[src/rtl/qrs_pkg.sv]
// ----------------------------------------------------------------------------
// qrs_pkg
// Types, widths and helpers shared by the quadratic root solver pipeline.
// ----------------------------------------------------------------------------
package qrs_pkg;

	localparam int CW   = 16;                 // coefficient width, Q8.8
	localparam int RW   = 32;                 // result width, Q16.16
	localparam int DW   = 2 * CW + 2;         // signed discriminant
	localparam int MAGW = 2 * CW + 1;         // |discriminant|
	localparam int RADW = ((MAGW + 16 + 1) / 2) * 2; // sqrt radicand, even
	localparam int SW   = RADW / 2;           // square root width
	localparam int NBW  = CW + 9;             // -b * 256, signed
	localparam int SUMW = (NBW > SW + 1 ? NBW : SW + 1) + 1; // nb +/- s, signed
	localparam int NMAGW = SUMW + 6;          // |(nb +/- s) * 128|
	localparam int EXTW = (NMAGW > RW ? NMAGW : RW) + 2; // signed quotient

	typedef enum logic [1:0] {
		KIND_TWO_REAL,
		KIND_REPEATED,
		KIND_COMPLEX,
		KIND_DEGENERATE
	} kind_t;

	typedef struct packed {
		logic signed [CW-1:0] coef_square;
		logic signed [CW-1:0] coef_linear;
		logic signed [CW-1:0] coef_constant;
	} req_t;

	typedef struct packed {
		kind_t                root_kind;
		logic signed [RW-1:0] root_one;
		logic signed [RW-1:0] root_two;
		logic signed [RW-1:0] imag_part;
		logic                 saturated;
	} rsp_t;

	typedef struct packed {
		kind_t                 kind;
		logic signed [NBW-1:0] nb;
		logic signed [CW-1:0]  a;
	} sq_side_t;

	typedef struct packed {
		kind_t kind;
		logic  neg1;
		logic  neg2;
	} dv_side_t;

	// {clipped, value}
	function automatic logic [RW:0] clip_f(input logic signed [EXTW-1:0] v);
		logic signed [EXTW-1:0] hi;
		logic signed [EXTW-1:0] lo;
		logic [RW:0]            r;
		hi = {{(EXTW-RW+1){1'b0}}, {(RW-1){1'b1}}};
		lo = ~hi;
		if (v > hi) begin
			r = {1'b1, hi[RW-1:0]};
		end else if (v < lo) begin
			r = {1'b1, lo[RW-1:0]};
		end else begin
			r = {1'b0, v[RW-1:0]};
		end
		return r;
	endfunction

endpackage

[src/rtl/qrs_front.sv]
// ----------------------------------------------------------------------------
// qrs_front
// Input register, products b*b and a*c, then discriminant and classification.
// ----------------------------------------------------------------------------
module qrs_front (
	input  logic              clk,
	input  logic              arst_n,
	input  logic              en,
	input  logic              in_valid,
	input  qrs_pkg::req_t     req,
	output logic              out_valid,
	output logic [qrs_pkg::RADW-1:0] rad,
	output qrs_pkg::sq_side_t out_side
);
	import qrs_pkg::*;

	logic                   v_s1, v_s2, v_s3;
	logic signed [CW-1:0]   a_s1, b_s1, c_s1;
	logic signed [CW-1:0]   a_s2, b_s2;
	logic signed [2*CW-1:0] bb_s2, ac_s2;
	logic [MAGW-1:0]        mag_s3;
	sq_side_t               side_s3;

	logic signed [DW-1:0]   disc;
	logic signed [DW-1:0]   disc_abs;
	kind_t                  kind;

	always_comb begin
		disc     = DW'(bb_s2) - (DW'(ac_s2) <<< 2);
		disc_abs = disc[DW-1] ? -disc : disc;
		if (a_s2 == '0) begin
			kind = KIND_DEGENERATE;
		end else if (disc == '0) begin
			kind = KIND_REPEATED;
		end else if (disc[DW-1]) begin
			kind = KIND_COMPLEX;
		end else begin
			kind = KIND_TWO_REAL;
		end
	end

	always_ff @(posedge clk or negedge arst_n) begin
		if (!arst_n) begin
			v_s1 <= 1'b0;
			v_s2 <= 1'b0;
			v_s3 <= 1'b0;
		end else if (en) begin
			v_s1 <= in_valid;
			v_s2 <= v_s1;
			v_s3 <= v_s2;
		end
	end

	always_ff @(posedge clk) begin
		if (en) begin
			a_s1         <= req.coef_square;
			b_s1         <= req.coef_linear;
			c_s1         <= req.coef_constant;
			a_s2         <= a_s1;
			b_s2         <= b_s1;
			bb_s2        <= b_s1 * b_s1;
			ac_s2        <= a_s1 * c_s1;
			mag_s3       <= disc_abs[MAGW-1:0];
			side_s3.kind <= kind;
			side_s3.nb   <= -(NBW'(b_s2) <<< 8);
			side_s3.a    <= a_s2;
		end
	end

	assign out_valid = v_s3;
	// radicand is |disc| * 2^16
	assign rad       = {{(RADW-MAGW-16){1'b0}}, mag_s3, 16'b0};
	assign out_side  = side_s3;

endmodule

[config.mk]
export PLATFORM = sky130hd
export DESIGN_NAME = qrs_front
export DESIGN_NICKNAME = d
export VERILOG_FILES = /design/src/rtl/qrs_pkg.sv /design/src/rtl/qrs_front.sv
export SDC_FILE = /design/constraint.sdc
export NUM_CORES = 2
export LEC_CHECK = 0
export ABC_AREA = 1
export ABC_CLOCK_PERIOD_IN_PS = 14800
export BUFFER_PORTS_ARGS = -buffer_cell sky130_fd_sc_hd__buf_2
export CORE_MARGIN = 3
export CORE_UTILIZATION = 28
export CTS_BUF_LIST = sky130_fd_sc_hd__clkbuf_4
export CTS_CLUSTER_DIAMETER = 40
export DETAILED_ROUTE_END_ITERATION = 10
export GPL_ROUTABILITY_DRIVEN = 1
export PLACE_DENSITY = 0.51
export SLEW_MARGIN = 25
export SYNTH_ARGS = -nofsm -noshare
export SYNTH_HDL_FRONTEND = slang
export SYNTH_SLANG_ARGS = --single-unit
[constraint.sdc]
create_clock -name clk -period 14.8 [get_ports clk]
set_input_delay 1.48 -clock clk [delete_from_list [all_inputs] [get_ports clk]]
set_output_delay 1.48 -clock clk [all_outputs]
set_load 0.02 [all_outputs]
==> impl_metrics.py <==
metrics = {
    "status": {
        "outcome": "finished, final reports clean",
    },
    "timing": {
        "fmax_mhz": 147.3,
        "rsz0062_at_grt": "no",
        "finClkSkew_ps": 52.13,
        "finalSetupTns_ps": 0,
        "relSlewSlack_pct": 37.32,
        "min_period_ps": 6788,
        "worst_pin_slew_ps": 940.3,
        "period_share_pct": 45.86,
        "drv_slew": 0,
        "setup_viol": 0,
        "finalHoldViolations": 0,
    },
    "floorplan": {
        "num_rows": 119,
        "die_h_um": 333.5,
        "die_x_um": 333.5,
        "die-area_um2": 111200,
        "core_area_um2": 105900,
        "initial_core_util_pct": 28.37,
        "io_pins": 146,
    },
    "worst_setup_path": {
        "cp-end-kind": "flip-flop",
        "cp_data_arrival_time_ps": 7330,
        "path_max_fanout": 23,
        "cp-start-kind": "flip-flop",
        "cp_slowest_cell": "edfxtp_1",
        "crit_required_ps": 15340,
        "crit_chain": "clkinv_1, nor2_1, xnor2_1, ha_1, a31o_2, fa_1, fa_1, fa_1, fa_1, inv_1, fa_1, inv_1, ha_1, nand2_1, nor4_1, nand4_1, nand3_1, nand2_1, nand2_1, nand3_1, nand2_1, xor2_1",
        "critPathLaunch": "b_s1[15]$_DFFE_PP_",
        "regToRegStartpoint": "b_s1[15]$_DFFE_PP_",
        "crit_type": "flip-flop to flip-flop",
        "cpMostUsedCell": "fa_1",
        "cpPeakStageDelay_ps": 910,
    },
    "global_routing": {
        "gr-total-overflow": 0,
        "antenna_found_initial": 3,
        "grt_start_max_net_pins": 108,
        "grt_pass1_wl_mm": 117.6,
        "grt_pass1_vias": 22660,
        "gr-usage-all-layers_pct": 13.18,
    },
    "layout": {
        "drive_gt1_share_pct": 7.234,
        "mostFrequentLayoutCells": "inv_1, nand2_1, fa_1, edfxtp_1, ha_1",
        "fin_nets": 4337,
        "layout_commonest_cell": "inv_1",
        "area_growth_pct": 9.053,
    },
    "synthesis": {
        "synth.mux.area_fraction_pct": 0.03750,
        "ys_warn_count": 0,
        "syn-cell-area_um2": 30030,
        "synth-simple-area-share_pct": 15.49,
        "ys_types": 48,
        "synthAdderAreaFrac_pct": 41.71,
        "synth_ff_type": "edfxtp_1",
        "synth_compound_area_share_pct": 3.162,
        "ys_ff_latch": 212,
        "async_flop_share_pct": 1.415,
        "synth_edf_count": 209,
        "synth_top_family_by_area": "adder cells",
        "synth_top_area_share_pct": 33.13,
        "ys_top_cells_by_area": "fa_1, edfxtp_1, inv_1, nand2_1, ha_1",
        "syn_area_per_cell_um2": 8.613,
        "syn_inst": 3487,
        "synth_largest_area_cell": "fa_1",
        "synth_xor_area_share_pct": 3.812,
        "yosysSeqAreaShare_pct": 21.15,
    },
    "worst_hold_path": {
        "hold_class": "flip-flop to flip-flop",
        "min_from": "a_s2[14]$_DFFE_PP_",
    },
    "clock_tree": {
        "clock_sinks": 212,
        "numCtsBuffers": 59,
        "htreeDepth": 2,
        "post_cts_resized": 0,
        "postCtsSetupBuffers": 0,
        "clockBufferDepth": 3,
        "cts-root-buf": "clkbuf_4",
        "holdBufCountCts": 0,
        "clk_pin_slew_ps": 60,
        "clk_latency_ps": 820,
        "cts_tree": "yes",
    },
    "routing": {
        "drtIter0Drc": 1172,
        "drc": 0,
        "drtPass1Iterations": 5,
        "wl_per_cell_um": 14.16,
        "antenna_left": 0,
        "dr_total_vias": 21450,
        "routed_via_density": 4.275,
        "wirelength_mm": 71.04,
    },
    "placed_design": {
        "place.gp.congestion": 0.8775,
        "port_buffers": 120,
        "post-dp-hpwl_mm": 58.92,
    },
    "run": {
        "maxCapViolCount": 0,
    },
}
through the flow:
stage	hold WS (ps)	utilization [%]	cell area (µm²)	std cells	setup slack [ps]
finish	453.5	30.94	32750	5017	8012
global route	344.8	30.94	32750	5016	7482
CTS	340.1	30.93	32740	5013	7991
detailed placement	438.6	30.21	31990	4912	8036
global placement	438.8	30.21	31990	4912	8160
floorplan	424.4	-	30120	3511	8853
worst max-delay path, delay by kind of cell (launching register included):
family	cells	cell delay (ps)
xor+xnor	2	160
buf+inv	3	680
compound gates	1	230
simple gates	9	1620
flops	1	910
fa+ha+maj	7	2930
metal layers:
| layer | wire length, µm | track usage [%] | part of all wire [%] | vias up |
|---|---|---|---|---|
| met4 | 2137 | 4.313 | 3.0 | 0 |
| met1 | 31190 | 17.28 | 44 | 10520 |
| li1 | - | - | - | 10410 |
| met3 | 2844 | 1.650 | 4.0 | 112 |
| met5 | 0 | 0 | 0 | - |
| met2 | 34870 | 22.56 | 49 | 410 |
path summary, 6_finish.rpt:
| path | end | slack (ps) | depth (start not counted) |
|---|---|---|---|
| max | bb_s2[28]$_DFFE_PP_ | 8010 | 22 |
| min reg2reg | out_side[14]$_DFFE_PP_ | 450 | 0 |
| max reg2reg | bb_s2[28]$_DFFE_PP_ | 8010 | 22 |
| min | out_side[14]$_DFFE_PP_ | 450 | 0 |
| min in group asynchronous | v_s1$_DFFE_PN0P_ | 470 | 1 |
| max in group asynchronous | out_valid$_DFFE_PN0P_ | 14220 | 1 |
Yosys cell counts, types with 19 or more instances:
cell type and count:
inv_1 1022, a21oi_1 87, nor2_1 153, xor2_1 75, edfxtp_1 209, nor3_1 19
clkbuf_1 87, xnor2_1 47, nand4_1 37, buf_4 27, fa_1 497, o21ai_0 43
nand2_1 791, ha_1 206, nand3_1 80
cell type report:
class / instances / area, µm²
well taps: 1391 / 1740
fillers: 11240 / 73110
clock buffers: 83 / 623.1
clock inverters: 18 / 132.6
multi-input cells: 2157 / 19380
inverters: 1024 / 3844
diodes: 4 / 10.01
repair buffers: 128 / 670.6
flip-flops and latches: 212 / 6351
kinds of logic after synthesis:
kind of cell	after synthesis
other	1
AOI/OAI and AO/OA	169
DFF	212
buffers and inverters	1142
adders and majority gates	703
muxes	1
and+or+nand+nor	1133
xor gates and xnor gates	126
sequential cells by signal, indices dropped and copies added (netlist names):
register   flops
a_s1          16
bb_s2         30
b_s2          16
mag_s3        33
ac_s2         32
c_s1          16
a_s2          16
out_valid      1
out_side      34
b_s1          16
v_s2           1
v_s1           1
Power is not shown: default switching activity piles up to over one toggle a cycle in this logic, so the estimate is an artifact.
