--- src/rtl/qrs_pkg.sv ---
// ----------------------------------------------------------------------------
// qrs_pkg
// Types, widths and helpers shared by the quadratic root solver pipeline.
// ----------------------------------------------------------------------------
package qrs_pkg;

	localparam int CW   = 16;                 // coefficient width, Q8.8
	localparam int RW   = 32;                 // result width, Q16.16
	localparam int DW   = 2 * CW + 2;         // signed discriminant
	localparam int MAGW = 2 * CW + 1;         // |discriminant|
	localparam int RADW = ((MAGW + 16 + 1) / 2) * 2; // sqrt radicand, even
	localparam int SW   = RADW / 2;           // square root width
	localparam int NBW  = CW + 9;             // -b * 256, signed
	localparam int SUMW = (NBW > SW + 1 ? NBW : SW + 1) + 1; // nb +/- s, signed
	localparam int NMAGW = SUMW + 6;          // |(nb +/- s) * 128|
	localparam int EXTW = (NMAGW > RW ? NMAGW : RW) + 2; // signed quotient

	typedef enum logic [1:0] {
		KIND_TWO_REAL,
		KIND_REPEATED,
		KIND_COMPLEX,
		KIND_DEGENERATE
	} kind_t;

	typedef struct packed {
		logic signed [CW-1:0] coef_square;
		logic signed [CW-1:0] coef_linear;
		logic signed [CW-1:0] coef_constant;
	} req_t;

	typedef struct packed {
		kind_t                root_kind;
		logic signed [RW-1:0] root_one;
		logic signed [RW-1:0] root_two;
		logic signed [RW-1:0] imag_part;
		logic                 saturated;
	} rsp_t;

	typedef struct packed {
		kind_t                 kind;
		logic signed [NBW-1:0] nb;
		logic signed [CW-1:0]  a;
	} sq_side_t;

	typedef struct packed {
		kind_t kind;
		logic  neg1;
		logic  neg2;
	} dv_side_t;

	// {clipped, value}
	function automatic logic [RW:0] clip_f(input logic signed [EXTW-1:0] v);
		logic signed [EXTW-1:0] hi;
		logic signed [EXTW-1:0] lo;
		logic [RW:0]            r;
		hi = {{(EXTW-RW+1){1'b0}}, {(RW-1){1'b1}}};
		lo = ~hi;
		if (v > hi) begin
			r = {1'b1, hi[RW-1:0]};
		end else if (v < lo) begin
			r = {1'b1, lo[RW-1:0]};
		end else begin
			r = {1'b0, v[RW-1:0]};
		end
		return r;
	endfunction

endpackage

--- src/rtl/qrs_sqrt.sv ---
// ----------------------------------------------------------------------------
// qrs_sqrt
// Pipelined integer square root, one result bit per stage.
// ----------------------------------------------------------------------------
module qrs_sqrt (
	input  logic                     clk,
	input  logic                     arst_n,
	input  logic                     en,
	input  logic                     in_valid,
	input  logic [qrs_pkg::RADW-1:0] rad,
	input  qrs_pkg::sq_side_t        in_side,
	output logic                     out_valid,
	output logic [qrs_pkg::SW-1:0]   root,
	output qrs_pkg::sq_side_t        out_side
);
	import qrs_pkg::*;

	logic            v_s    [0:SW];
	logic [RADW-1:0] rad_s  [0:SW];
	logic [SW-1:0]   rem_s  [0:SW];
	logic [SW-1:0]   root_s [0:SW];
	sq_side_t        side_s [0:SW];

	assign v_s[0]    = in_valid;
	assign rad_s[0]  = rad;
	assign rem_s[0]  = '0;
	assign root_s[0] = '0;
	assign side_s[0] = in_side;

	for (genvar k = 0; k < SW; k++) begin : g_stage
		logic [SW+1:0] rem_sh, trial, rem_nx;
		logic [SW-1:0] root_nx;

		always_comb begin
			rem_sh = {rem_s[k], rad_s[k][RADW-1 -: 2]};
			trial  = {root_s[k], 2'b01};
			if (rem_sh >= trial) begin
				rem_nx  = rem_sh - trial;
				root_nx = {root_s[k][SW-2:0], 1'b1};
			end else begin
				rem_nx  = rem_sh;
				root_nx = {root_s[k][SW-2:0], 1'b0};
			end
		end

		always_ff @(posedge clk or negedge arst_n) begin
			if (!arst_n) begin
				v_s[k+1] <= 1'b0;
			end else if (en) begin
				v_s[k+1] <= v_s[k];
			end
		end

		always_ff @(posedge clk) begin
			if (en) begin
				rad_s[k+1]  <= {rad_s[k][RADW-3:0], 2'b00};
				rem_s[k+1]  <= rem_nx[SW-1:0];
				root_s[k+1] <= root_nx;
				side_s[k+1] <= side_s[k];
			end
		end
	end

	assign out_valid = v_s[SW];
	assign root      = root_s[SW];
	assign out_side  = side_s[SW];

endmodule

--- config.mk ---
export PLATFORM = sky130hd
export DESIGN_NAME = qrs_sqrt
export DESIGN_NICKNAME = d
export VERILOG_FILES = /design/src/rtl/qrs_pkg.sv /design/src/rtl/qrs_sqrt.sv
export SDC_FILE = /design/constraint.sdc
export NUM_CORES = 2
export LEC_CHECK = 0
export ABC_CLOCK_PERIOD_IN_PS = 7400
export BUFFER_PORTS_ARGS = -buffer_cell sky130_fd_sc_hd__buf_2
export CORE_AREA = 4 4 342 680
export DETAILED_ROUTE_END_ITERATION = 16
export DIE_AREA = 0 0 346 684
export PLACE_DENSITY_LB_ADDON = 0.08
export SYNTH_ARGS = -nofsm -noshare
export SYNTH_HDL_FRONTEND = slang
export SYNTH_SLANG_ARGS = --single-unit
--- constraint.sdc ---
create_clock -name clk -period 7.4 [get_ports clk]
set_clock_uncertainty 0.15 [all_clocks]
set_input_delay 1.11 -clock clk [delete_from_list [all_inputs] [get_ports clk]]
set_output_delay 1.11 -clock clk [all_outputs]
set_load 0.005 [all_outputs]
==> results.yml <==
outcome:
  status: "complete, no violations"
detailed_routing:
  viasPerCell: 5.16
  drt-pass1-iter-count: 5
  routed_wl_mm: 198
  ant_nets: 0
  num_vias: 50900
  wire_per_inst_um: 20.1
  drcViolationCount: 0
  drt_iter0_drc: 2643
clock_tree:
  cts.sinks: 2579
  clockBufferDepth: 4
  clkSlewWorstSetupHoldPaths_ps: 70
  worstSkewPairLatency_ps: 860
  cts_tree: "built"
  cts-root-buf: "clkbuf_16"
  cts_buffers: 227
  cts_setup_buffers: 0
  cts_resized: 0
  postCtsHoldBufs: 0
  htree_num_levels: 4
grt:
  grt_pass1_vias: 54100
  antenna_found_initial: 14
  overflow: 0
  grt_max_degree: 208
  grt_usage_pct: 16.4
  grt_pass1_wl_mm: 298
hold_path:
  hold_class: "input pin to async pin"
job:
  cap_violations: 0
logic_synthesis:
  synth_top_flop_cell: "edfxtp_1"
  synthArstFlopShare_pct: 0.969
  ys_ff_latch: 2579
  yosysSeqAreaShare_pct: 76.0
  synth_cells: 6359
  ys_top_cells_by_area: "edfxtp_1 (75%), ha_1 (4.3%), xor2_1 (1.9%)"
  synth_area_um2: 102000
  synth_edf_count: 2554
  ys_types: 97
  syn_area_per_cell_um2: 16.0
  synth_top_area_cell: "edfxtp_1"
  yosysWarnings: 0
  synth_top_area_share_pct: 75.4
  synth_nets: 6805
floorplan:
  dieArea_um2: 237000
  chipWidth_um: 346
  row_count: 248
  die-height_um: 684
  num_io_pins: 166
  start_util_pct: 44.6
  core-area_um2: 228000
cells_and_area:
  multi_input_area_um2: 22100
  seq_area_um2: 77300
  drive_above_1_share_pct: 9.64
  area_delta_synth_final_pct: 11.6
  fill_cells: 19100
  nets: 7109
worst_setup_path:
  cp_slowest_cell: "a21o_1"
  cp_data_arrival_time_ps: 4770
  crit_path_end_kind: "register"
  start_kind: "register"
  crit_chain: "ha_1, o21ai_0, a22oi_1, nand2b_1, a211oi_1, a21o_1, nor3b_2, o211ai_1, nor4_1, xor2_1"
  required_ps: 7800
  slowest_delay_ps: 840
  critPathKind: "register to register"
  cp_max_fo: 25
placed_design:
  portBuffers: 165
  hpwl_mm: 139
  place_congestion: 0.980
  dpl_worst_slack_ps: 3110
pwr:
  power_density_nw_per_um2: 310
  clockPowerShare_pct: 33.1
  p_sw_share_pct: 25.0
  pwr-share-comb_pct: 14.0
  seq_power_share_pct: 52.9
  ir_drop_mv: 0.236
  power.switching_uw: 8780
  p_int_uw: 26400
  p_leak_uw: 0.0415
timing:
  hold_violations: 0
  maxSlewHeadroom_pct: 22.8
  fin_crit_sh_pct: 59.0
  rsz0062_at_grt: "no"
  worst_slew_pin_slew_ps: 1160
  report.final.slew_viol_count: 0
  fin_ws_ps: 3030
  period_needed_ps: 4370
  setup-violations-final: 0
  fmax_mhz: 229
  fin_tns_setup_ps: 0
[through the flow]
step | util [%] | hold slack, ps | power, uW | cells | instance area (um2)
final | 49.8 | 93.2 | 35200 | 9872 | 113000
after global routing | 49.8 | 70.3 | 36800 | 9871 | 113000
after CTS | 49.8 | 8.11 | 35600 | 9837 | 113000
after detailed placement | 46.6 | 255 | 23800 | 9434 | 106000
after global placement | 46.6 | 250 | 23700 | 9434 | 106000
after floorplan | - | 250 | 22000 | 6359 | 102000
[per-layer routing]
| metal | global-route usage, % | up-vias | share of wire (%) |
|---|---|---|---|
| met2 | 35.1 | 1010 | 61 |
| met3 | 2.15 | 654 | 2.8 |
| li1 | - | 24400 | - |
| met4 | 13.3 | 0 | 9.2 |
| met1 | 11.9 | 24800 | 27 |
| met5 | 0 | - | 0 |
[state kept, by name (all words and copies together), names as in the netlist]
register and cells:
side_s 1032, rad_s 552, root 25, v_s 24, out_side 43, out_valid 1
g_stage.trial 300, g_stage.rem_sh 602
[cells in the mapped netlist (9+ instances only)]
master    instances
a211oi_1         26
a21boi_0         14
a21o_1          114
a21oi_1         349
a31oi_1          19
and2_1           13
and3_1           17
buf_1            10
buf_2            16
buf_4            43
clkbuf_1         66
dfrtp_1          25
edfxtp_1       2554
ha_1            349
inv_1           437
mux2_2           68
mux2i_1           9
nand2_1         317
nand2b_1         67
nand3_1          79
nand3b_1         12
nand4_1          53
nand4b_1          9
nor2_1          342
nor2b_1          52
nor3_1          115
nor4_1           57
o211ai_1         24
o21a_1           64
o21ai_0         266
o21bai_1         34
o31a_1           10
o31ai_1          35
o41ai_1          12
or2_2            20
or3_1            48
or4_1            31
xnor2_1         218
xor2_1          223
[cells in the final DEF, fill, tap and decap left out, types with 14 or more instances in the layout]
cell,instances
clkinv_1,48
xor2_1,223
nand2b_1,67
or3_1,48
nor4_1,57
mux2_2,68
clkinv_2,47
nand4_1,53
nor2_1,342
buf_12,17
o21ai_0,266
o21bai_1,34
xnor2_1,218
bufinv_16,25
inv_1,437
o211ai_1,24
a21o_1,114
o31ai_1,35
ha_1,349
clkbuf_16,230
or4_1,31
buf_4,30
nand2_1,317
a211oi_1,26
edfxtp_1,2554
nand3_1,79
diode_2,35
a21boi_0,14
clkbuf_1,37
and3_1,17
nor2b_1,52
or2_2,20
buf_2,164
a21oi_1,349
nor3_1,115
dfrtp_1,25
a31oi_1,19
o21a_1,64
[critical path, delay by kind of cell (launching register included)]
kind,cells,cell delay (ps)
AO/OA/AOI/OAI,5,2190
AND/OR/NAND/NOR,3,880
flip-flops,1,410
adder cells (fa/ha/maj),1,360
XOR/XNOR,1,100
[worst paths after layout]
| path | from | to | slack [ps] | cells past startpoint |
|---|---|---|---|---|
| worst min register to register | side_s[226]$_DFFE_PP_ | side_s[183]$_DFFE_PP_ | 220 | 0 |
| worst max register to register | g_stage[13].rem_sh[2]$_DFFE_PP_ | g_stage[14].rem_sh[26]$_DFFE_PP_ | 3030 | 10 |
| worst max-delay path | g_stage[13].rem_sh[2]$_DFFE_PP_ | g_stage[14].rem_sh[26]$_DFFE_PP_ | 3030 | 10 |
| max in group asynchronous | arst_n | v_s[16]$_DFFE_PN0P_ | 6630 | 1 |
| worst min-delay path | arst_n | v_s[2]$_DFFE_PN0P_ | 90 | 1 |
| min in group clk | side_s[226]$_DFFE_PP_ | side_s[183]$_DFFE_PP_ | 220 | 0 |
[kinds of logic (layout without fill, tap and decap cells)]
| family | Yosys count | after routing | share of synthesized area, % |
|---|---|---|---|
| simple gates | 1291 | 1291 | 6.35 |
| xor+xnor | 441 | 441 | 3.80 |
| fa+ha+maj | 349 | 349 | 4.29 |
| flops | 2579 | 2579 | 76.0 |
| buf+inv | 574 | 1052 | 2.31 |
| other cells | 1 | 36 | 0.00369 |
| mux | 78 | 78 | 0.853 |
| compound gates | 1046 | 1046 | 6.36 |
[area by class of cell]
| type | instances | share of cell area, % |
|---|---|---|
| diodes | 35 | 0.0772 |
| well taps | 3000 | 3.31 |
| repair buffers | 211 | 1.22 |
| clock buffers | 267 | 5.20 |
| multi-input cells | 3206 | 19.4 |
| clock inverters | 136 | 1.17 |
| flip-flops and latches | 2579 | 68.1 |
| inverters | 438 | 1.45 |
[power groups by stage]
stage | sequential (uW) | combinational, uW | clock (uW)
after floorplan | 18600 | 3380 | 0
after global placement | 18900 | 4820 | 0
after detailed placement | 18900 | 4920 | 0
after CTS | 18600 | 4940 | 12100
after global routing | 18700 | 5420 | 12600
final | 18600 | 4910 | 11600
No activity file was read; power rests on OpenSTA's default activity.
